### src/hw/rtl/wzf_pkg.sv
// wzf_pkg: types and constants shared by the window z-order and focus table
// covers slot table entries, stack memory ports, action, status and register codes
// no dependencies
package wzf_pkg;

  localparam int MAX_WINDOWS = 16;
  localparam int SLOT_W      = 4;
  localparam int HANDLE_W    = 5;
  localparam int CFG_W       = 12;
  localparam logic [15:0] STYLE_MASK = 16'h0178;

  typedef enum logic [3:0] {
    ACT_CREATE   = 4'd0,
    ACT_DESTROY  = 4'd1,
    ACT_SHOW     = 4'd2,
    ACT_HIDE     = 4'd3,
    ACT_MINIMIZE = 4'd4,
    ACT_MAXIMIZE = 4'd5,
    ACT_RESTORE  = 4'd6,
    ACT_MOVE     = 4'd7,
    ACT_RESIZE   = 4'd8,
    ACT_SET_RECT = 4'd9,
    ACT_FOCUS    = 4'd10,
    ACT_CYCLE    = 4'd11,
    ACT_HIT_TEST = 4'd12,
    ACT_READ     = 4'd13
  } act_e;

  localparam logic [1:0] STAT_OK         = 2'd0;
  localparam logic [1:0] STAT_BAD_HANDLE = 2'd1;
  localparam logic [1:0] STAT_FULL       = 2'd2;
  localparam logic [1:0] STAT_MODAL      = 2'd3;

  localparam logic [1:0] SHOW_NORMAL = 2'd0;
  localparam logic [1:0] SHOW_MIN    = 2'd1;
  localparam logic [1:0] SHOW_MAX    = 2'd2;

  localparam logic [1:0] CFG_SCREEN_W = 2'd0;
  localparam logic [1:0] CFG_WORK_H   = 2'd1;
  localparam logic [1:0] CFG_MODAL    = 2'd2;

  typedef struct packed {
    logic [3:0]         action;
    logic [4:0]         handle;
    logic signed [15:0] pos_x;
    logic signed [15:0] pos_y;
    logic signed [15:0] size_w;
    logic signed [15:0] size_h;
    logic [15:0]        style_bits;
  } item_t;

  typedef struct packed {
    logic [1:0]         status;
    logic [4:0]         result_handle;
    logic [4:0]         focus_handle;
    logic [4:0]         window_count;
    logic signed [15:0] frame_x;
    logic signed [15:0] frame_y;
    logic signed [15:0] frame_w;
    logic signed [15:0] frame_h;
    logic [3:0]         mark_bits;
    logic [1:0]         show_state;
    logic [3:0]         z_position;
  } result_t;

  typedef struct packed {
    logic signed [15:0] x;
    logic signed [15:0] y;
    logic signed [15:0] w;
    logic signed [15:0] h;
  } frame_t;

  typedef struct packed {
    logic [1:0] show;
    logic [8:0] style;
    frame_t     frame;
    frame_t     restore;
  } slot_t;

  typedef struct packed {
    logic              we;
    logic [SLOT_W-1:0] addr;
    slot_t             data;
  } slot_wr_t;

  typedef struct packed {
    logic                we;
    logic [SLOT_W-1:0]   addr;
    logic [HANDLE_W-1:0] data;
  } zs_wr_t;

endpackage

### src/hw/rtl/wzf_slot_mem.sv
// wzf_slot_mem: per-slot table of show state, style, frame and restore frame
// one write port, one read port with registered data; uses wzf_pkg
module wzf_slot_mem
  import wzf_pkg::*;
(
  input  logic              clk_i,
  input  slot_wr_t          wr_i,
  input  logic [SLOT_W-1:0] raddr_i,
  output slot_t             rdata_o
);

  slot_t mem [MAX_WINDOWS];
  slot_t rdata_q;

  always_ff @(posedge clk_i) begin
    if (wr_i.we) begin
      mem[wr_i.addr] <= wr_i.data;
    end
    rdata_q <= mem[raddr_i];
  end

  assign rdata_o = rdata_q;

endmodule

### src/hw/rtl/wzf_zstack_mem.sv
// wzf_zstack_mem: bottom-to-top z-order stack of window handles
// one write port, one read port with registered data; uses wzf_pkg
module wzf_zstack_mem
  import wzf_pkg::*;
(
  input  logic                clk_i,
  input  zs_wr_t              wr_i,
  input  logic [SLOT_W-1:0]   raddr_i,
  output logic [HANDLE_W-1:0] rdata_o
);

  logic [HANDLE_W-1:0] mem [MAX_WINDOWS];
  logic [HANDLE_W-1:0] rdata_q;

  always_ff @(posedge clk_i) begin
    if (wr_i.we) begin
      mem[wr_i.addr] <= wr_i.data;
    end
    rdata_q <= mem[raddr_i];
  end

  assign rdata_o = rdata_q;

endmodule

### src/hw/rtl/window_zorder_focus_table.sv
// window_zorder_focus_table: window slot table, z-order stack, focus and hit test
// create, show, hide and items that move nothing finish straight from dispatch; slot edits
// read and then write the slot entry; destroy, focus, read, hit test and focus cycling walk
// the z-order stack one entry at a time
// throughput: one item at a time, the next is taken at the edge that ends the result strobe
// receiver cannot stall; reset: asynchronous active low, empties the table, loads 640 x 460
module window_zorder_focus_table
  import wzf_pkg::*;
(
  input  logic             clk_i,
  input  logic             rst_ni,
  input  logic             start,
  output logic             busy,
  input  item_t            item_i,
  output logic             done_o,
  output result_t          result_o,
  input  logic             cfg_we_i,
  input  logic [1:0]       cfg_idx_i,
  input  logic [CFG_W-1:0] cfg_data_i
);

  typedef enum logic [4:0] {
    ST_IDLE,
    ST_DISP,
    ST_FIND_RD,
    ST_FIND_CHK,
    ST_SHIFT_RD,
    ST_SHIFT_WR,
    ST_SHIFT_END,
    ST_NEWTOP_RD,
    ST_NEWTOP_CHK,
    ST_SLOT_RD,
    ST_SLOT_WR,
    ST_HIT_ZRD,
    ST_HIT_SRD,
    ST_HIT_CHK,
    ST_CYC_RD,
    ST_CYC_CHK,
    ST_DONE
  } state_e;

  state_e state_q;

  // latched item
  logic [3:0]         act_q;
  logic [4:0]         h_q;
  logic signed [15:0] px_q, py_q, sw_q, sh_q;
  logic [8:0]         style_q;

  // table control state
  logic [4:0]             cnt_q;
  logic [4:0]             fh_q;
  logic [MAX_WINDOWS-1:0] alive_q;
  logic [MAX_WINDOWS-1:0] vis_q;
  logic [CFG_W-1:0]       scr_w_q, work_h_q;
  logic [4:0]             modal_q;

  // scan state
  logic [4:0] idx_q;
  logic [4:0] cand_q;

  // result fields
  logic [1:0] status_q;
  logic [4:0] res_q;
  frame_t     rd_frame_q;
  logic [3:0] rd_marks_q;
  logic [1:0] rd_show_q;
  logic [3:0] rd_zpos_q;
  logic       done_q;
  result_t    result_q;

  // memory ports
  zs_wr_t      z_wr;
  logic [3:0]  z_raddr;
  logic [4:0]  z_rdata;
  slot_wr_t    s_wr;
  logic [3:0]  s_raddr;
  slot_t       s_rdata;
  slot_t       slot_new;

  wzf_zstack_mem u_zstack (
    .clk_i   (clk_i),
    .wr_i    (z_wr),
    .raddr_i (z_raddr),
    .rdata_o (z_rdata)
  );

  wzf_slot_mem u_slots (
    .clk_i   (clk_i),
    .wr_i    (s_wr),
    .raddr_i (s_raddr),
    .rdata_o (s_rdata)
  );

  // handle to slot index, handles run from one
  logic [4:0] h_m1, idx_m1, idx_p1, idx_p2, cnt_m1, zr_m1, fh_m1;
  logic [3:0] h_slot, zr_slot, fh_slot;
  logic       h_ok;

  assign h_m1    = h_q - 5'd1;
  assign idx_m1  = idx_q - 5'd1;
  assign idx_p1  = idx_q + 5'd1;
  assign idx_p2  = idx_q + 5'd2;
  assign cnt_m1  = cnt_q - 5'd1;
  assign zr_m1   = z_rdata - 5'd1;
  assign fh_m1   = fh_q - 5'd1;
  assign h_slot  = h_m1[3:0];
  assign zr_slot = zr_m1[3:0];
  assign fh_slot = fh_m1[3:0];
  assign h_ok    = (h_q != 5'd0) && (h_q <= 5'(MAX_WINDOWS)) && alive_q[h_slot];

  // lowest free slot for create
  logic       free_found;
  logic [3:0] free_idx;

  always_comb begin
    free_found = 1'b0;
    free_idx   = '0;
    for (int i = MAX_WINDOWS - 1; i >= 0; i--) begin
      if (!alive_q[i]) begin
        free_found = 1'b1;
        free_idx   = 4'(i);
      end
    end
  end

  // new frame of a created window
  frame_t in_frame;
  assign in_frame = '{x: px_q, y: py_q, w: sw_q, h: sh_q};

  // hit test: edges summed at 17 bits so they never wrap
  logic signed [16:0] hx, hy, fx, fy, fx_end, fy_end;
  logic               hit;

  always_comb begin
    hx     = {px_q[15], px_q};
    hy     = {py_q[15], py_q};
    fx     = {s_rdata.frame.x[15], s_rdata.frame.x};
    fy     = {s_rdata.frame.y[15], s_rdata.frame.y};
    fx_end = fx + {s_rdata.frame.w[15], s_rdata.frame.w};
    fy_end = fy + {s_rdata.frame.h[15], s_rdata.frame.h};
    hit    = (hx >= fx) && (hx < fx_end) && (hy >= fy) && (hy < fy_end);
  end

  // read-modify-write of one slot entry
  always_comb begin
    slot_new = s_rdata;
    if (act_q == ACT_MINIMIZE) begin
      slot_new.show = SHOW_MIN;
    end else if (act_q == ACT_MAXIMIZE) begin
      if (s_rdata.show == SHOW_NORMAL) begin
        slot_new.restore = s_rdata.frame;
      end
      slot_new.show    = SHOW_MAX;
      slot_new.frame.x = '0;
      slot_new.frame.y = '0;
      slot_new.frame.w = {4'd0, scr_w_q};
      slot_new.frame.h = {4'd0, work_h_q};
    end else if (act_q == ACT_RESTORE) begin
      if (s_rdata.show == SHOW_MAX) begin
        slot_new.frame = s_rdata.restore;
      end
      slot_new.show = SHOW_NORMAL;
    end else if (act_q == ACT_MOVE) begin
      slot_new.frame.x = px_q;
      slot_new.frame.y = py_q;
    end else if (act_q == ACT_RESIZE) begin
      slot_new.frame.w = sw_q;
      slot_new.frame.h = sh_q;
    end else if (act_q == ACT_SET_RECT) begin
      slot_new.frame = in_frame;
    end
  end

  // memory addressing per state
  always_comb begin
    z_raddr = idx_q[3:0];
    z_wr    = '0;
    s_raddr = h_slot;
    s_wr    = '0;
    unique case (state_q)
      ST_DISP: begin
        if (act_q == ACT_CREATE && free_found) begin
          s_wr.we           = 1'b1;
          s_wr.addr         = free_idx;
          s_wr.data.show    = SHOW_NORMAL;
          s_wr.data.style   = style_q;
          s_wr.data.frame   = in_frame;
          s_wr.data.restore = in_frame;
          z_wr.we           = 1'b1;
          z_wr.addr         = cnt_q[3:0];
          z_wr.data         = {1'b0, free_idx} + 5'd1;
        end
      end
      ST_SHIFT_RD: z_raddr = idx_p1[3:0];
      ST_SHIFT_WR: begin
        z_wr.we   = 1'b1;
        z_wr.addr = idx_q[3:0];
        z_wr.data = z_rdata;
      end
      ST_SHIFT_END: begin
        // raise: the window goes on top
        if (act_q != ACT_DESTROY) begin
          z_wr.we   = 1'b1;
          z_wr.addr = cnt_m1[3:0];
          z_wr.data = cand_q;
        end
      end
      ST_NEWTOP_RD: z_raddr = cnt_m1[3:0];
      ST_HIT_ZRD,
      ST_CYC_RD:    z_raddr = idx_m1[3:0];
      ST_HIT_SRD:   s_raddr = zr_slot;
      ST_SLOT_WR: begin
        if (act_q != ACT_READ) begin
          s_wr.we   = 1'b1;
          s_wr.addr = h_slot;
          s_wr.data = slot_new;
        end
      end
      default: ;
    endcase
  end

  // sequencer
  always_ff @(posedge clk_i or negedge rst_ni) begin
    if (!rst_ni) begin
      state_q  <= ST_IDLE;
      cnt_q    <= '0;
      fh_q     <= '0;
      alive_q  <= '0;
      vis_q    <= '0;
      scr_w_q  <= 12'd640;
      work_h_q <= 12'd460;
      modal_q  <= '0;
      done_q   <= 1'b0;
    end else begin
      done_q <= 1'b0;

      if (cfg_we_i) begin
        unique case (cfg_idx_i)
          CFG_SCREEN_W: scr_w_q  <= cfg_data_i;
          CFG_WORK_H:   work_h_q <= cfg_data_i;
          CFG_MODAL:    modal_q  <= cfg_data_i[4:0];
          default: ;
        endcase
      end

      unique case (state_q)
        ST_IDLE: begin
          if (start) begin
            act_q      <= item_i.action;
            h_q        <= item_i.handle;
            px_q       <= item_i.pos_x;
            py_q       <= item_i.pos_y;
            sw_q       <= item_i.size_w;
            sh_q       <= item_i.size_h;
            style_q    <= item_i.style_bits[8:0] & STYLE_MASK[8:0];
            status_q   <= STAT_OK;
            res_q      <= '0;
            rd_frame_q <= '0;
            rd_marks_q <= '0;
            rd_show_q  <= '0;
            rd_zpos_q  <= '0;
            state_q    <= ST_DISP;
          end
        end

        ST_DISP: begin
          if (act_q == ACT_CREATE) begin
            if (free_found) begin
              alive_q[free_idx] <= 1'b1;
              vis_q[free_idx]   <= 1'b1;
              cnt_q             <= cnt_q + 5'd1;
              res_q             <= {1'b0, free_idx} + 5'd1;
            end else begin
              status_q <= STAT_FULL;
            end
            state_q <= ST_DONE;
          end else if (act_q == ACT_HIT_TEST) begin
            idx_q   <= cnt_q;
            state_q <= (cnt_q == 5'd0) ? ST_DONE : ST_HIT_ZRD;
          end else if (act_q == ACT_FOCUS) begin
            if (h_q == fh_q) begin
              state_q <= ST_DONE;
            end else if (modal_q != 5'd0 && h_q != modal_q) begin
              status_q <= STAT_MODAL;
              state_q  <= ST_DONE;
            end else if (h_q != 5'd0 && !h_ok) begin
              status_q <= STAT_BAD_HANDLE;
              state_q  <= ST_DONE;
            end else if (h_q == 5'd0) begin
              fh_q    <= '0;
              state_q <= ST_DONE;
            end else begin
              fh_q    <= h_q;
              cand_q  <= h_q;
              idx_q   <= '0;
              state_q <= ST_FIND_RD;
            end
          end else if (act_q == ACT_CYCLE) begin
            idx_q   <= cnt_q;
            state_q <= (cnt_q == 5'd0) ? ST_DONE : ST_CYC_RD;
          end else if (act_q > ACT_READ) begin
            state_q <= ST_DONE;
          end else if (!h_ok) begin
            status_q <= STAT_BAD_HANDLE;
            state_q  <= ST_DONE;
          end else if (act_q == ACT_DESTROY) begin
            alive_q[h_slot] <= 1'b0;
            vis_q[h_slot]   <= 1'b0;
            cand_q          <= h_q;
            idx_q           <= '0;
            state_q         <= ST_FIND_RD;
          end else if (act_q == ACT_SHOW) begin
            vis_q[h_slot] <= 1'b1;
            state_q       <= ST_DONE;
          end else if (act_q == ACT_HIDE) begin
            vis_q[h_slot] <= 1'b0;
            state_q       <= ST_DONE;
          end else begin
            if (act_q == ACT_MINIMIZE) begin
              vis_q[h_slot] <= 1'b0;
            end else if (act_q == ACT_RESTORE) begin
              vis_q[h_slot] <= 1'b1;
            end
            state_q <= ST_SLOT_RD;
          end
        end

        // search the stack bottom up for cand_q
        ST_FIND_RD: state_q <= ST_FIND_CHK;

        ST_FIND_CHK: begin
          if (z_rdata == cand_q) begin
            if (act_q == ACT_READ) begin
              rd_zpos_q <= idx_q[3:0];
              state_q   <= ST_DONE;
            end else begin
              state_q <= (idx_p1 < cnt_q) ? ST_SHIFT_RD : ST_SHIFT_END;
            end
          end else if (idx_p1 >= cnt_q) begin
            if (act_q == ACT_READ) begin
              rd_zpos_q <= cnt_q[3:0];
            end
            state_q <= ST_DONE;
          end else begin
            idx_q   <= idx_p1;
            state_q <= ST_FIND_RD;
          end
        end

        // close the gap: entry above moves down one place
        ST_SHIFT_RD: state_q <= ST_SHIFT_WR;

        ST_SHIFT_WR: begin
          idx_q   <= idx_p1;
          state_q <= (idx_p2 < cnt_q) ? ST_SHIFT_RD : ST_SHIFT_END;
        end

        ST_SHIFT_END: begin
          if (act_q == ACT_DESTROY) begin
            cnt_q <= cnt_m1;
            if (fh_q == h_q) begin
              fh_q    <= '0;
              state_q <= (cnt_m1 != 5'd0) ? ST_NEWTOP_RD : ST_DONE;
            end else begin
              state_q <= ST_DONE;
            end
          end else begin
            state_q <= ST_DONE;
          end
        end

        // focus passes to the new top window
        ST_NEWTOP_RD:  state_q <= ST_NEWTOP_CHK;

        ST_NEWTOP_CHK: begin
          fh_q    <= z_rdata;
          state_q <= ST_DONE;
        end

        ST_SLOT_RD: state_q <= ST_SLOT_WR;

        ST_SLOT_WR: begin
          if (act_q == ACT_READ) begin
            rd_frame_q <= s_rdata.frame;
            rd_show_q  <= s_rdata.show;
            // dirty is set on create and never cleared, so it follows alive
            rd_marks_q <= {1'b1, fh_q == h_q, vis_q[h_slot], 1'b1};
            cand_q     <= h_q;
            idx_q      <= '0;
            state_q    <= ST_FIND_RD;
          end else begin
            state_q <= ST_DONE;
          end
        end

        // hit test walks the stack top down
        ST_HIT_ZRD: state_q <= ST_HIT_SRD;

        ST_HIT_SRD: begin
          cand_q <= z_rdata;
          if (vis_q[zr_slot]) begin
            state_q <= ST_HIT_CHK;
          end else if (idx_q == 5'd1) begin
            state_q <= ST_DONE;
          end else begin
            idx_q   <= idx_m1;
            state_q <= ST_HIT_ZRD;
          end
        end

        ST_HIT_CHK: begin
          if (hit) begin
            res_q   <= cand_q;
            state_q <= ST_DONE;
          end else if (idx_q == 5'd1) begin
            state_q <= ST_DONE;
          end else begin
            idx_q   <= idx_m1;
            state_q <= ST_HIT_ZRD;
          end
        end

        // focus cycling: topmost visible window other than the focused one
        ST_CYC_RD: state_q <= ST_CYC_CHK;

        ST_CYC_CHK: begin
          if (z_rdata != fh_q && alive_q[zr_slot] && vis_q[zr_slot]) begin
            if (modal_q != 5'd0 && z_rdata != modal_q) begin
              status_q <= STAT_MODAL;
              state_q  <= ST_DONE;
            end else begin
              fh_q    <= z_rdata;
              cand_q  <= z_rdata;
              idx_q   <= '0;
              state_q <= ST_FIND_RD;
            end
          end else if (idx_q == 5'd1) begin
            state_q <= ST_DONE;
          end else begin
            idx_q   <= idx_m1;
            state_q <= ST_CYC_RD;
          end
        end

        ST_DONE: begin
          done_q   <= 1'b1;
          result_q <= '{status:        status_q,
                        result_handle: res_q,
                        focus_handle:  fh_q,
                        window_count:  cnt_q,
                        frame_x:       rd_frame_q.x,
                        frame_y:       rd_frame_q.y,
                        frame_w:       rd_frame_q.w,
                        frame_h:       rd_frame_q.h,
                        mark_bits:     rd_marks_q,
                        show_state:    rd_show_q,
                        z_position:    rd_zpos_q};
          state_q  <= ST_IDLE;
        end

        default: state_q <= ST_IDLE;
      endcase
    end
  end

  assign busy     = (state_q != ST_IDLE);
  assign done_o   = done_q;
  assign result_o = result_q;

  // the stack never holds more windows than there are slots
  a_cnt_range: assert property (@(posedge clk_i) disable iff (!rst_ni)
    cnt_q <= 5'(MAX_WINDOWS))
    else $error("stack count beyond slot count");

  // a visible slot is always a live slot
  a_vis_alive: assert property (@(posedge clk_i) disable iff (!rst_ni)
    (vis_q & ~alive_q) == '0)
    else $error("visible mark on a free slot");

  // between items the stack holds exactly the live windows
  a_idle_count: assert property (@(posedge clk_i) disable iff (!rst_ni)
    (state_q == ST_IDLE) |-> (cnt_q == 5'($countones(alive_q))))
    else $error("stack count differs from live slots");

  // focus only ever rests on a live window
  a_focus_alive: assert property (@(posedge clk_i) disable iff (!rst_ni)
    (state_q == ST_IDLE && fh_q != 5'd0) |-> alive_q[fh_slot])
    else $error("focus on a free slot");

  // one result per item, strobe never stretched
  a_done_pulse: assert property (@(posedge clk_i) disable iff (!rst_ni)
    done_q |=> !done_q)
    else $error("result strobe held");

endmodule

### config.mk
export PLATFORM = sky130hd
export DESIGN_NAME = window_zorder_focus_table
export DESIGN_NICKNAME = d
export VERILOG_FILES = /design/src/hw/rtl/wzf_pkg.sv /design/src/hw/rtl/wzf_slot_mem.sv /design/src/hw/rtl/wzf_zstack_mem.sv /design/src/hw/rtl/window_zorder_focus_table.sv
export SDC_FILE = /design/constraint.sdc
export NUM_CORES = 2
export LEC_CHECK = 0
export BUFFER_PORTS_ARGS = -buffer_cell sky130_fd_sc_hd__clkbuf_2
export CELL_PAD_IN_SITES_DETAIL_PLACEMENT = 1
export CELL_PAD_IN_SITES_GLOBAL_PLACEMENT = 1
export CORE_ASPECT_RATIO = 0.6
export CORE_MARGIN = 3
export CORE_UTILIZATION = 50
export DETAILED_ROUTE_END_ITERATION = 6
export GPL_TIMING_DRIVEN = 0
export PLACE_DENSITY_LB_ADDON = 0.15
export SYNTH_ARGS = -nofsm -noshare
export SYNTH_HDL_FRONTEND = slang
export SYNTH_SLANG_ARGS = --single-unit
export TNS_END_PERCENT = 5
### constraint.sdc
create_clock -name clk_i -period 20.3 [get_ports clk_i]
set_input_delay 1.015 -clock clk_i [delete_from_list [all_inputs] [get_ports clk_i]]
set_output_delay 1.015 -clock clk_i [all_outputs]
set_load 0.1 [all_outputs]
==> flow_summary.json <==
{
  "rsz0062_at_grt": "false",
  "synth.most_common_cell": "edfxtp_1",
  "status": "finished, violations left",
  "hold_ws_ns": 0.141,
  "dieArea_um2": 218000,
  "post_drt_wl_per_cell_um": 35.9,
  "cp.required_ns": 20.84,
  "ys_seq_area_frac": 0.726,
  "cts_root_buffer": "clkbuf_16",
  "drt_first_pass_iters": 6,
  "design_area_um2": 122000,
  "p_leak_nw": 38.8,
  "synth.net_count": 6156,
  "drcViolationCount": 0,
  "top_usage_layer": "met1",
  "cts.path.max_buffers": 4,
  "end_kind": "register",
  "grt_pass1_wl_mm": 480,
  "path_cells": "inv_1 > fa_1 > nor2b_1 > o21ai_0 > a21boi_0 > o41a_1 > a211oi_1 > o31ai_1 > a21oi_1 > xor2_1 > ha_1 > nand3_1 > or4_1 > a21oi_1 > o32ai_1 > nand4_1 > a21boi_0",
  "first_iter_violations": 9478,
  "die_x_um": 601,
  "report.final.slew_viol_count": 11,
  "postPlaceCellArea_um2": 114000,
  "violations": "max-capacitance violations, max-slew violations",
  "die_h_um": 363,
  "synthCells": 5920,
  "fmax_ghz": 0.156,
  "syn_to_final_growth_pct": 14.5,
  "synth_cell_type_count": 88,
  "synth_area_um2": 106000,
  "clkLatencyLatePin_ns": 0.93,
  "setup_tns_ns": 0,
  "antenna_found_initial": 22,
  "grt_max_degree": 55,
  "worstSetupPathType": "register to register",
  "drt-total-wl_mm": 344,
  "period_share": 0.317,
  "holdCritPathClass": "input pin to asynchronous set/reset pin",
  "path_clk_slew_ns": 0.07,
  "hold_viol_final": 0,
  "setup_viol": 0,
  "globalRouteMet2Util": 0.429,
  "yosysTopAreaCell": "edfxtp_1",
  "async_flop_share": 0.0293,
  "cp_top_family": "compound AO/OA/AOI/OAI gates",
  "synth.top_cell.area_share": 0.683,
  "synth_seq_cells": 2625,
  "yosys-top-cells-area": "edfxtp_1, mux4_2, dfxtp_1, mux2i_1, dfrtp_1",
  "max_stage_delay_ns": 0.96,
  "critPathLaunchType": "register",
  "track_usage": 0.312,
  "initial_core_util": 0.505,
  "worst_pin_slew_ns": 1.50,
  "place.gp.congestion": 0.961,
  "synth_edf_count": 2413,
  "vias": 62100,
  "syn_area_per_cell_um2": 17.9,
  "path_buf_inv": 1,
  "pin_count": 200,
  "post-cts-setup-buffer-count": 0,
  "slew_headroom": -0.00263,
  "cpMaxStageDelayCell": "o32ai_1",
  "synth_flop_cell": "edfxtp_1",
  "powerDensity_nw_per_um2": 117,
  "ff2ff_setup_slack_ns": 13.87,
  "via_per_inst": 6.50,
  "numCtsBuffers": 235,
  "cts_sinks": 2625,
  "cap_violations": 1,
  "cts_resized": 0,
  "total_power_mw": 14.2,
  "dp_hpwl_mm": 243,
  "final_util": 0.579,
  "ys_warn_count": 0,
  "ant_nets": 0,
  "io_buffers": 183,
  "cts_tree": "done",
  "peakVddDrop_uv": 86.1,
  "grt_overflow": 0,
  "drive_above_1_share": 0.226,
  "grt_pass1_vias": 61500,
  "holdBufCountCts": 0,
  "skew_ns": 0.0651,
  "grt_use_met3": 0.0785,
  "min_period_ns": 6.43,
  "coreArea_um2": 210000,
  "use_met1": 0.486,
  "synth_top_cells_by_count": "edfxtp_1, mux4_2, nand2_1",
  "rows": 130,
  "path_max_fanout": 5,
  "fin_nets": 6758,
  "cp.arrival_ns": 6.97,
  "h-tree-depth": 4
}
[cell families (layout without fill, tap and decap cells)]
logic type / Yosys count / after routing / share of synthesized area
compound gates: 917 / 917 / 0.0550
xor+xnor: 74 / 74 / 0.00610
fa+ha+maj: 129 / 129 / 0.0153
buf+inv: 409 / 1200 / 0.0175
flops: 2625 / 2625 / 0.726
mux: 773 / 773 / 0.135
other cells: 0 / 17 / 0
simple gates: 993 / 993 / 0.0443
[worst paths after layout]
| path | start | end | cells after the start |
|---|---|---|---|
| min | rst_ni | cnt_q[3] | 1 |
| min reg2reg | rd_frame_q[5] | result_o[15] | 0 |
| min in group clk_i | item_i[70] | px_q[6] | 1 |
| max in group asynchronous | rst_ni | alive_q[14] | 2 |
| max | u_slots.rdata_o[81] | res_q[4] | 17 |
| max reg2reg | u_slots.rdata_o[81] | res_q[4] | 17 |
[per-stage QoR]
stage,setup WS [ns],instances
floorplan,12.28,5920
global placement,3.00,8941
detailed placement,13.94,9121
CTS,13.96,9547
global route,13.74,9553
finish,13.87,9566
[sequential cells by signal (all words and copies together) (netlist names), 12 cells and up, named ones only]
| signal | flops |
|---|---|
| rd_frame_q | 64 |
| scr_w_q | 12 |
| u_zstack.mem | 80 |
| alive_q | 16 |
| px_q | 16 |
| sw_q | 16 |
| result_o | 90 |
| py_q | 16 |
| u_slots.rdata_o | 130 |
| sh_q | 16 |
| work_h_q | 12 |
| u_slots.mem | 2080 |
[worst reg2reg max path: cells and delay by family (launching register included)]
| kind | cells | cell delay, ns |
|---|---|---|
| buffers and inverters | 1 | 0.43 |
| xor gates and xnor gates | 1 | 0.17 |
| and+or+nand+nor | 4 | 0.74 |
| AOI/OAI and AO/OA | 9 | 3.05 |
| DFF | 1 | 0.86 |
| adders and majority gates | 2 | 0.83 |
[power by group]
group          internal [mW]  switching (mW)  leakage [nW]
clock network           2.47            2.00          3.67
registers               6.20           0.501          22.4
logic                   1.04            2.01          12.7
total                   9.70            4.51          38.8
[routing by layer]
| layer | up-vias | part of all wire | routed length (um) |
|---|---|---|---|
| li1 | 25000 | - | - |
| met1 | 32900 | 0.43 | 147000 |
| met2 | 3692 | 0.41 | 142000 |
| met3 | 516 | 0.12 | 41600 |
| met4 | 2 | 0.037 | 12900 |
| met5 | - | 0.000038 | 13 |
[placed cells by master (no fill, tap or decap), drive strengths merged, types with 48 or more instances in the layout]
cell / Yosys / layout
nand2: 321 / 321
dfxtp: 135 / 135
nor2: 245 / 245
inv: 77 / 85
buf: 164 / 346
clkbuf: 168 / 661
edfxtp: 2413 / 2413
o21ai: 174 / 174
mux2: 48 / 48
nand3: 71 / 71
a21oi: 313 / 313
mux4: 526 / 526
mux2i: 199 / 199
ha: 127 / 127
dfrtp: 70 / 70
nor2b: 153 / 153
clkinv: 0 / 79
a211oi: 155 / 155
nor3: 66 / 66
[final cells by class]
class / count / area (um^2)
fillers: 18600 / 88600
flip-flops and latches: 2625 / 77100
multi-input cells: 2886 / 27600
clock buffers: 310 / 6370
repair buffers: 365 / 3930
well taps: 2838 / 3550
plain buffers: 332 / 1580
clock inverters: 116 / 1140
inverters: 77 / 289
diodes: 17 / 42.5
Note: power is estimated with default switching activity, not from simulation.
